File: config.mk
export PLATFORM = sky130hd
export DESIGN_NAME = fifo_mutex_handoff
export DESIGN_NICKNAME = d
export VERILOG_FILES = /design/src/rtl/core/fmh_pkg.sv /design/src/rtl/core/fifo_mutex_handoff.sv /design/src/rtl/core/fmh_ram.sv
export SDC_FILE = /design/constraint.sdc
export NUM_CORES = 1
export LEC_CHECK = 0
export ABC_AREA = 1
export BUFFER_PORTS_ARGS = -buffer_cell sky130_fd_sc_hd__buf_4
export CAP_MARGIN = 30
export CORE_MARGIN = 4
export CORE_UTILIZATION = 39
export CTS_CLUSTER_DIAMETER = 120
export DETAILED_ROUTE_END_ITERATION = 7
export MAX_ROUTING_LAYER = met4
export PLACE_DENSITY_LB_ADDON = 0.12
export SYNTH_ARGS = -nofsm -noshare
export SYNTH_HDL_FRONTEND = slang
export SYNTH_SLANG_ARGS = --single-unit
File: constraint.sdc
create_clock -name clk -period 2.8 [get_ports clk]
set_input_delay 0.56 -clock clk [delete_from_list [all_inputs] [get_ports clk]]
set_output_delay 0.56 -clock clk [all_outputs]
set_load 0.01 [all_outputs]
File: src/rtl/core/fmh_pkg.sv
// Package for the FIFO mutex: request and response types, codes and defaults.
package fmh_pkg;

  localparam int DEF_QUEUE_DEPTH = 64;
  localparam int TID_W           = 6;
  localparam int WAIT_CNT_W      = 7;

  typedef enum logic [1:0] {
    KIND_INIT    = 2'd0,
    KIND_LOCK    = 2'd1,
    KIND_TRYLOCK = 2'd2,
    KIND_UNLOCK  = 2'd3
  } kind_t;

  typedef enum logic [2:0] {
    ST_GRANTED   = 3'd0,
    ST_QUEUED    = 3'd1,
    ST_BUSY      = 3'd2,
    ST_RELEASED  = 3'd3,
    ST_HANDOFF   = 3'd4,
    ST_NOT_OWNER = 3'd5,
    ST_FULL      = 3'd6,
    ST_CLEARED   = 3'd7
  } status_t;

  typedef struct packed {
    kind_t              kind;
    logic [TID_W-1:0]   thread_id;
  } req_t;

  typedef struct packed {
    status_t                status;
    logic                   woken_valid;
    logic [TID_W-1:0]       woken_thread;
    logic                   owner_valid;
    logic [TID_W-1:0]       owner_thread;
    logic [WAIT_CNT_W-1:0]  waiting_count;
  } rsp_t;

endpackage

File: src/rtl/core/fifo_mutex_handoff.sv
// FIFO mutex with direct handoff: lock state, wait queue control and response register.
//
// Requests arrive on req (valid/ready) as a kind and a thread id; every request
// yields exactly one response on rsp (valid/ready) carrying the status, the
// thread woken by handoff, the owner after the request and the waiter count.
// Waiting thread ids live in a synchronous RAM of QUEUE_DEPTH entries; the
// owner, head, tail and count sit in flops.
// On the transfer cycle a request starts a read of the queue head; in S_EXEC
// that read data is used to commit the update and load the response register,
// once the response register is free. Because of the registered RAM read, the
// block does not take a new request until the current one has committed.
// The response is registered: rsp_valid rises after the request commits in S_EXEC.
// A new request is taken while the previous response still waits in the
// output register; if the receiver stalls, the following request holds in
// its commit cycle until the response register frees, and req_ready stays low.
// Reset (rst, synchronous) frees the lock, empties the queue and drops any
// pending response; the RAM needs no clearing pass.
module fifo_mutex_handoff
  import fmh_pkg::*;
#(
  parameter int QUEUE_DEPTH = DEF_QUEUE_DEPTH
) (
  input  logic clk,
  input  logic rst,
  input  logic req_valid,
  output logic req_ready,
  input  req_t req,
  output logic rsp_valid,
  input  logic rsp_ready,
  output rsp_t rsp
);

  localparam int AW = $clog2(QUEUE_DEPTH);
  localparam int CW = $clog2(QUEUE_DEPTH + 1);

  typedef enum logic {
    S_IDLE,
    S_EXEC
  } state_t;

  state_t            state;
  req_t              req_q;
  logic              held, held_next;
  logic [TID_W-1:0]  holder, holder_next;
  logic [AW-1:0]     head, head_next;
  logic [AW-1:0]     tail, tail_next;
  logic [CW-1:0]     count, count_next;
  rsp_t              rsp_next;

  logic              accept;
  logic              slot_free;
  logic              commit;
  logic              push;
  logic [TID_W-1:0]  head_tid;

  assign req_ready = (state == S_IDLE);
  assign accept    = req_valid && req_ready;
  assign slot_free = !rsp_valid || rsp_ready;
  assign commit    = (state == S_EXEC) && slot_free;

  fmh_ram #(
    .WIDTH (TID_W),
    .DEPTH (QUEUE_DEPTH)
  ) u_queue (
    .clk     (clk),
    .wr_en   (push),
    .wr_addr (tail),
    .wr_data (req_q.thread_id),
    .rd_en   (accept),
    .rd_addr (head),
    .rd_data (head_tid)
  );

  function automatic logic [AW-1:0] advance(input logic [AW-1:0] idx);
    return (idx == AW'(QUEUE_DEPTH - 1)) ? '0 : idx + 1'b1;
  endfunction

  always_comb begin
    held_next            = held;
    holder_next          = holder;
    head_next            = head;
    tail_next            = tail;
    count_next           = count;
    push                 = 1'b0;
    rsp_next.status      = ST_CLEARED;
    rsp_next.woken_valid = 1'b0;
    rsp_next.woken_thread = '0;
    case (req_q.kind)
      KIND_INIT: begin
        held_next   = 1'b0;
        holder_next = '0;
        head_next   = '0;
        tail_next   = '0;
        count_next  = '0;
      end
      KIND_LOCK: begin
        if (!held) begin
          held_next       = 1'b1;
          holder_next     = req_q.thread_id;
          rsp_next.status = ST_GRANTED;
        end else if (count == CW'(QUEUE_DEPTH)) begin
          rsp_next.status = ST_FULL;
        end else begin
          push            = commit;
          tail_next       = advance(tail);
          count_next      = count + 1'b1;
          rsp_next.status = ST_QUEUED;
        end
      end
      KIND_TRYLOCK: begin
        if (!held) begin
          held_next       = 1'b1;
          holder_next     = req_q.thread_id;
          rsp_next.status = ST_GRANTED;
        end else begin
          rsp_next.status = ST_BUSY;
        end
      end
      KIND_UNLOCK: begin
        if (!held || holder != req_q.thread_id) begin
          rsp_next.status = ST_NOT_OWNER;
        end else if (count != '0) begin
          head_next             = advance(head);
          count_next            = count - 1'b1;
          holder_next           = head_tid;
          rsp_next.woken_valid  = 1'b1;
          rsp_next.woken_thread = head_tid;
          rsp_next.status       = ST_HANDOFF;
        end else begin
          held_next       = 1'b0;
          holder_next     = '0;
          rsp_next.status = ST_RELEASED;
        end
      end
      default: begin
        rsp_next.status = ST_CLEARED;
      end
    endcase
    rsp_next.owner_valid   = held_next;
    rsp_next.owner_thread  = held_next ? holder_next : '0;
    rsp_next.waiting_count = WAIT_CNT_W'(count_next);
  end

  always_ff @(posedge clk) begin
    if (accept) begin
      req_q <= req;
    end
    if (commit) begin
      rsp <= rsp_next;
    end
    if (rst) begin
      state     <= S_IDLE;
      held      <= 1'b0;
      holder    <= '0;
      head      <= '0;
      tail      <= '0;
      count     <= '0;
      rsp_valid <= 1'b0;
    end else begin
      case (state)
        S_IDLE: begin
          if (accept) begin
            state <= S_EXEC;
          end
        end
        S_EXEC: begin
          if (commit) begin
            state <= S_IDLE;
          end
        end
        default: begin
          state <= S_IDLE;
        end
      endcase
      if (commit) begin
        held   <= held_next;
        holder <= holder_next;
        head   <= head_next;
        tail   <= tail_next;
        count  <= count_next;
      end
      if (commit) begin
        rsp_valid <= 1'b1;
      end else if (rsp_ready) begin
        rsp_valid <= 1'b0;
      end
    end
  end

endmodule

File: src/rtl/core/fmh_ram.sv
// Generic single-write, single-read RAM with registered read data.
module fmh_ram #(
  parameter int WIDTH = 8,
  parameter int DEPTH = 64
) (
  input  logic                     clk,
  input  logic                     wr_en,
  input  logic [$clog2(DEPTH)-1:0] wr_addr,
  input  logic [WIDTH-1:0]         wr_data,
  input  logic                     rd_en,
  input  logic [$clog2(DEPTH)-1:0] rd_addr,
  output logic [WIDTH-1:0]         rd_data
);

  logic [WIDTH-1:0] mem [DEPTH];

  always_ff @(posedge clk) begin
    if (wr_en) begin
      mem[wr_addr] <= wr_data;
    end
    if (rd_en) begin
      rd_data <= mem[rd_addr];
    end
  end

endmodule

==> impl_metrics.env <==
export IMPL_grtUsageTotal_pct=20.3
export IMPL_start_util_pct=39.4
export IMPL_multi_input_area_mm2=0.00539
export IMPL_antenna_found_initial=0
export IMPL_reg2reg_from="count[1]"
export IMPL_grt_max_degree=124
export IMPL_pwr_share_seq_pct=50.6
export IMPL_clock_sinks=450
export IMPL_p_int_uw=11500
export IMPL_max_cap_violations=0
export IMPL_antenna_cells=0
export IMPL_p_switching_uw=3210
export IMPL_r2r_end="u_queue.mem[33][5]"
export IMPL_critPathMaxFanout=8
export IMPL_route_detailed_drc=0
export IMPL_rows=81
export IMPL_ys_seq_area_share_pct=68.6
export IMPL_wl_per_cell_um=20.6
export IMPL_netlist_instances=1758
export IMPL_core_mm2=0.0490
export IMPL_place_area_mm2=0.0208
export IMPL_synthTopCellsByCount="edfxtp_1 (422), nand2_1 (397), nand3_1 (259), nor2_1 (245), o21ai_0 (118)"
export IMPL_synth_edff_count=422
export IMPL_cp_data_required_time_ns=3.02
export IMPL_power_density_mw_per_mm2=658
export IMPL_hold_path_class="input pin to flop"
export IMPL_ir_worst_vdd_mv=0.446
export IMPL_crit_path_start_kind="flop"
export IMPL_insertion_delay_ns=0.58
export IMPL_die_area_mm2=0.0530
export IMPL_grt_pass1_vias=13100
export IMPL_synth_fp_nets=1780
export IMPL_path_cells="inv_1 -> ha_1 -> nand2_2 -> nor2_4 -> nand2_4 -> nand3_4 -> nor2_8 -> nand4_4 -> nor2_1"
export IMPL_clockPowerShare_pct=44.2
export IMPL_worst_setup_path_end_kind="flop"
export IMPL_io_buffer_count=37
export IMPL_arrival_ns=2.83
export IMPL_crit_slowest_cell="nor2_1"
export IMPL_hold_viol=0
export IMPL_die_y_um=230
export IMPL_final_nets=1873
export IMPL_clockBufferDepth=3
export IMPL_drive_above_1_share_pct=12.6
export IMPL_drt_wl_total_um=52400
export IMPL_postCtsHoldBufs=0
export IMPL_crit_family="simple AND/OR/NAND/NOR gates"
export IMPL_place_gp_congestion=0.857
export IMPL_drv_slew=0
export IMPL_min_period_ns=2.62
export IMPL_dp_hpwl_um=32200
export IMPL_slew_headroom_pct=38.7
export IMPL_postSynthAreaPerCell_um2=11.0
export IMPL_dp_cells=2464
export IMPL_path_clk_slew_ns=0.06
export IMPL_comb_power_share_pct=5.2
export IMPL_ys_warn_count=0
export IMPL_detail_route_antenna_nets=0
export IMPL_synthTopCellsByArea="edfxtp_1 (66%), nand2_1 (7.7%), nand3_1 (6.7%)"
export IMPL_fmax_mhz=382
export IMPL_ys_async_sr_fraction_pct=0
export IMPL_ys_types=37
export IMPL_vias_per_cell=5.16
export IMPL_fin_area_mm2=0.0224
export IMPL_htree_levels=2
export IMPL_hold_end="req_q[5]"
export IMPL_first_iter_violations=1180
export IMPL_fillers=4552
export IMPL_crit_type="flop to flop"
export IMPL_r2r_setup_slack_ns=0.18
export IMPL_worstMarginPinSlew_ns=0.920
export IMPL_yosys_cell_count_top_type="edfxtp_1"
export IMPL_holdPathStages=1
export IMPL_io_pin_count=38
export IMPL_final_period_utilization_pct=93.4
export IMPL_synthFlopType="edfxtp_1"
export IMPL_fin_setup_tns_ns=0
export IMPL_seqCellArea_mm2=0.0132
export IMPL_synth_top_cell_area_share_pct=65.7
export IMPL_cts_made_buffers=49
export IMPL_rr_worst_depth=9
export IMPL_die_width_um=230
export IMPL_stdcell_count=2551
export IMPL_root_buffer="clkbuf_16"
export IMPL_p_leak_uw=0.00805
export IMPL_yosys_register_bits=450
export IMPL_vias=13200
export IMPL_finalClockSkew_ns=0.0177
export IMPL_outcome="completed"
export IMPL_switching_share_pct=21.8
export IMPL_grt_overflow=0
export IMPL_grt_pass1_wl_um=79400
export IMPL_syn2layout_area_growth_pct=16.3
export IMPL_cts_tree="done"
export IMPL_drtPass1Iterations=5
export IMPL_rsz0062_at_grt="no"
export IMPL_post_cts_setup_buffers=0
export IMPL_yosys_area_top_type="edfxtp_1"
export IMPL_netlist_area_mm2=0.0193
export IMPL_cpPeakStageDelay_ns=0.47
export IMPL_cts_resized_gates=0
export IMPL_crit_buf_inv=1
export IMPL_setup_viol=0
export IMPL_hp_start="req[5]"
[how the worst max path moves through the flow]
| stage | from | endpoint | slack [ns] | cells past startpoint |
|---|---|---|---|---|
| finish | count[1] | u_queue.mem[33][5] | 0.18 | 9 |
| global route | count[1] | u_queue.mem[37][4] | 0.02 | 9 |
| CTS | count[1] | u_queue.mem[33][2] | 0.19 | 9 |
| detailed placement | count[1] | u_queue.mem[33][2] | 0.18 | 9 |
| global placement | count[1] | u_queue.mem[35][4] | 0.29 | 9 |
| floorplan | req_q[3] | rsp[23] | 0.46 | 6 |
[final cells by class]
| type | instances | share of cell area, % |
|---|---|---|
| flip-flops and latches | 450 | 59.1 |
| inverters | 69 | 1.17 |
| repair buffers | 131 | 4.72 |
| well taps | 664 | 3.71 |
| clock buffers | 56 | 5.68 |
| clock inverters | 31 | 1.57 |
| multi-input cells | 1150 | 24.1 |
[state kept, by name (all words and copies together) (netlist names)]
register / cells
count: 7
head: 6
held: 1
holder: 6
req_q: 8
rsp: 24
rsp_valid: 1
state: 1
tail: 6
u_queue.mem: 384
u_queue.rd_data: 6
[cell families after synthesis]
group,share of synthesized area (%)
AND/OR/NAND/NOR,21.1
buffers and inverters,3.37
AO/OA/AOI/OAI,6.02
XOR/XNOR,0.227
flip-flops,68.6
adder cells (fa/ha/maj),0.649
[layout by cell type, fill, tap and decap left out, types with 3 or more instances in the layout]
cell type	instances
nand4_1	3
edfxtp_1	422
bufinv_16	7
clkinv_1	9
ha_1	10
nand2_2	4
buf_4	125
xor2_1	5
clkbuf_16	50
nor2_4	3
o211ai_1	48
nand2_1	397
nand3_1	259
dfxtp_1	25
a21oi_1	24
clkinvlp_4	6
inv_1	60
buf_12	6
nand4_4	6
clkinv_2	10
nor2_1	245
inv_2	5
nor3_1	3
o21ai_0	118
a21boi_0	7
clkbuf_1	6
[power by group through the flow]
stage               clock network (uW)  logic (uW)  registers [uW]
floorplan                            0         382            7650
global placement                     0         779            7600
detailed placement                   0         780            7600
CTS                               6680         781            7460
global route                      6930         856            7460
finish                            6520         768            7460
[per-layer routing]
metal / GRT usage, % / part of all wire, %
met3: 3.15 / 5.2
met5: - / 0
met1: 27.2 / 46
met4: 7.11 / 3.2
met2: 31.7 / 46
[through the flow]
| step | hold slack [ns] | util (%) | total power, uW | setup slack (ns) |
|---|---|---|---|---|
| global route | 0.141 | 45.8 | 15300 | 0.0214 |
| floorplan | 0.456 | - | 8040 | 0.457 |
| finish | 0.168 | 45.8 | 14700 | 0.185 |
| CTS | 0.132 | 45.8 | 14900 | 0.192 |
| detailed placement | 0.483 | 42.5 | 8380 | 0.180 |
| global placement | 0.482 | 42.5 | 8380 | 0.292 |
(Power assumes the default switching activity.)
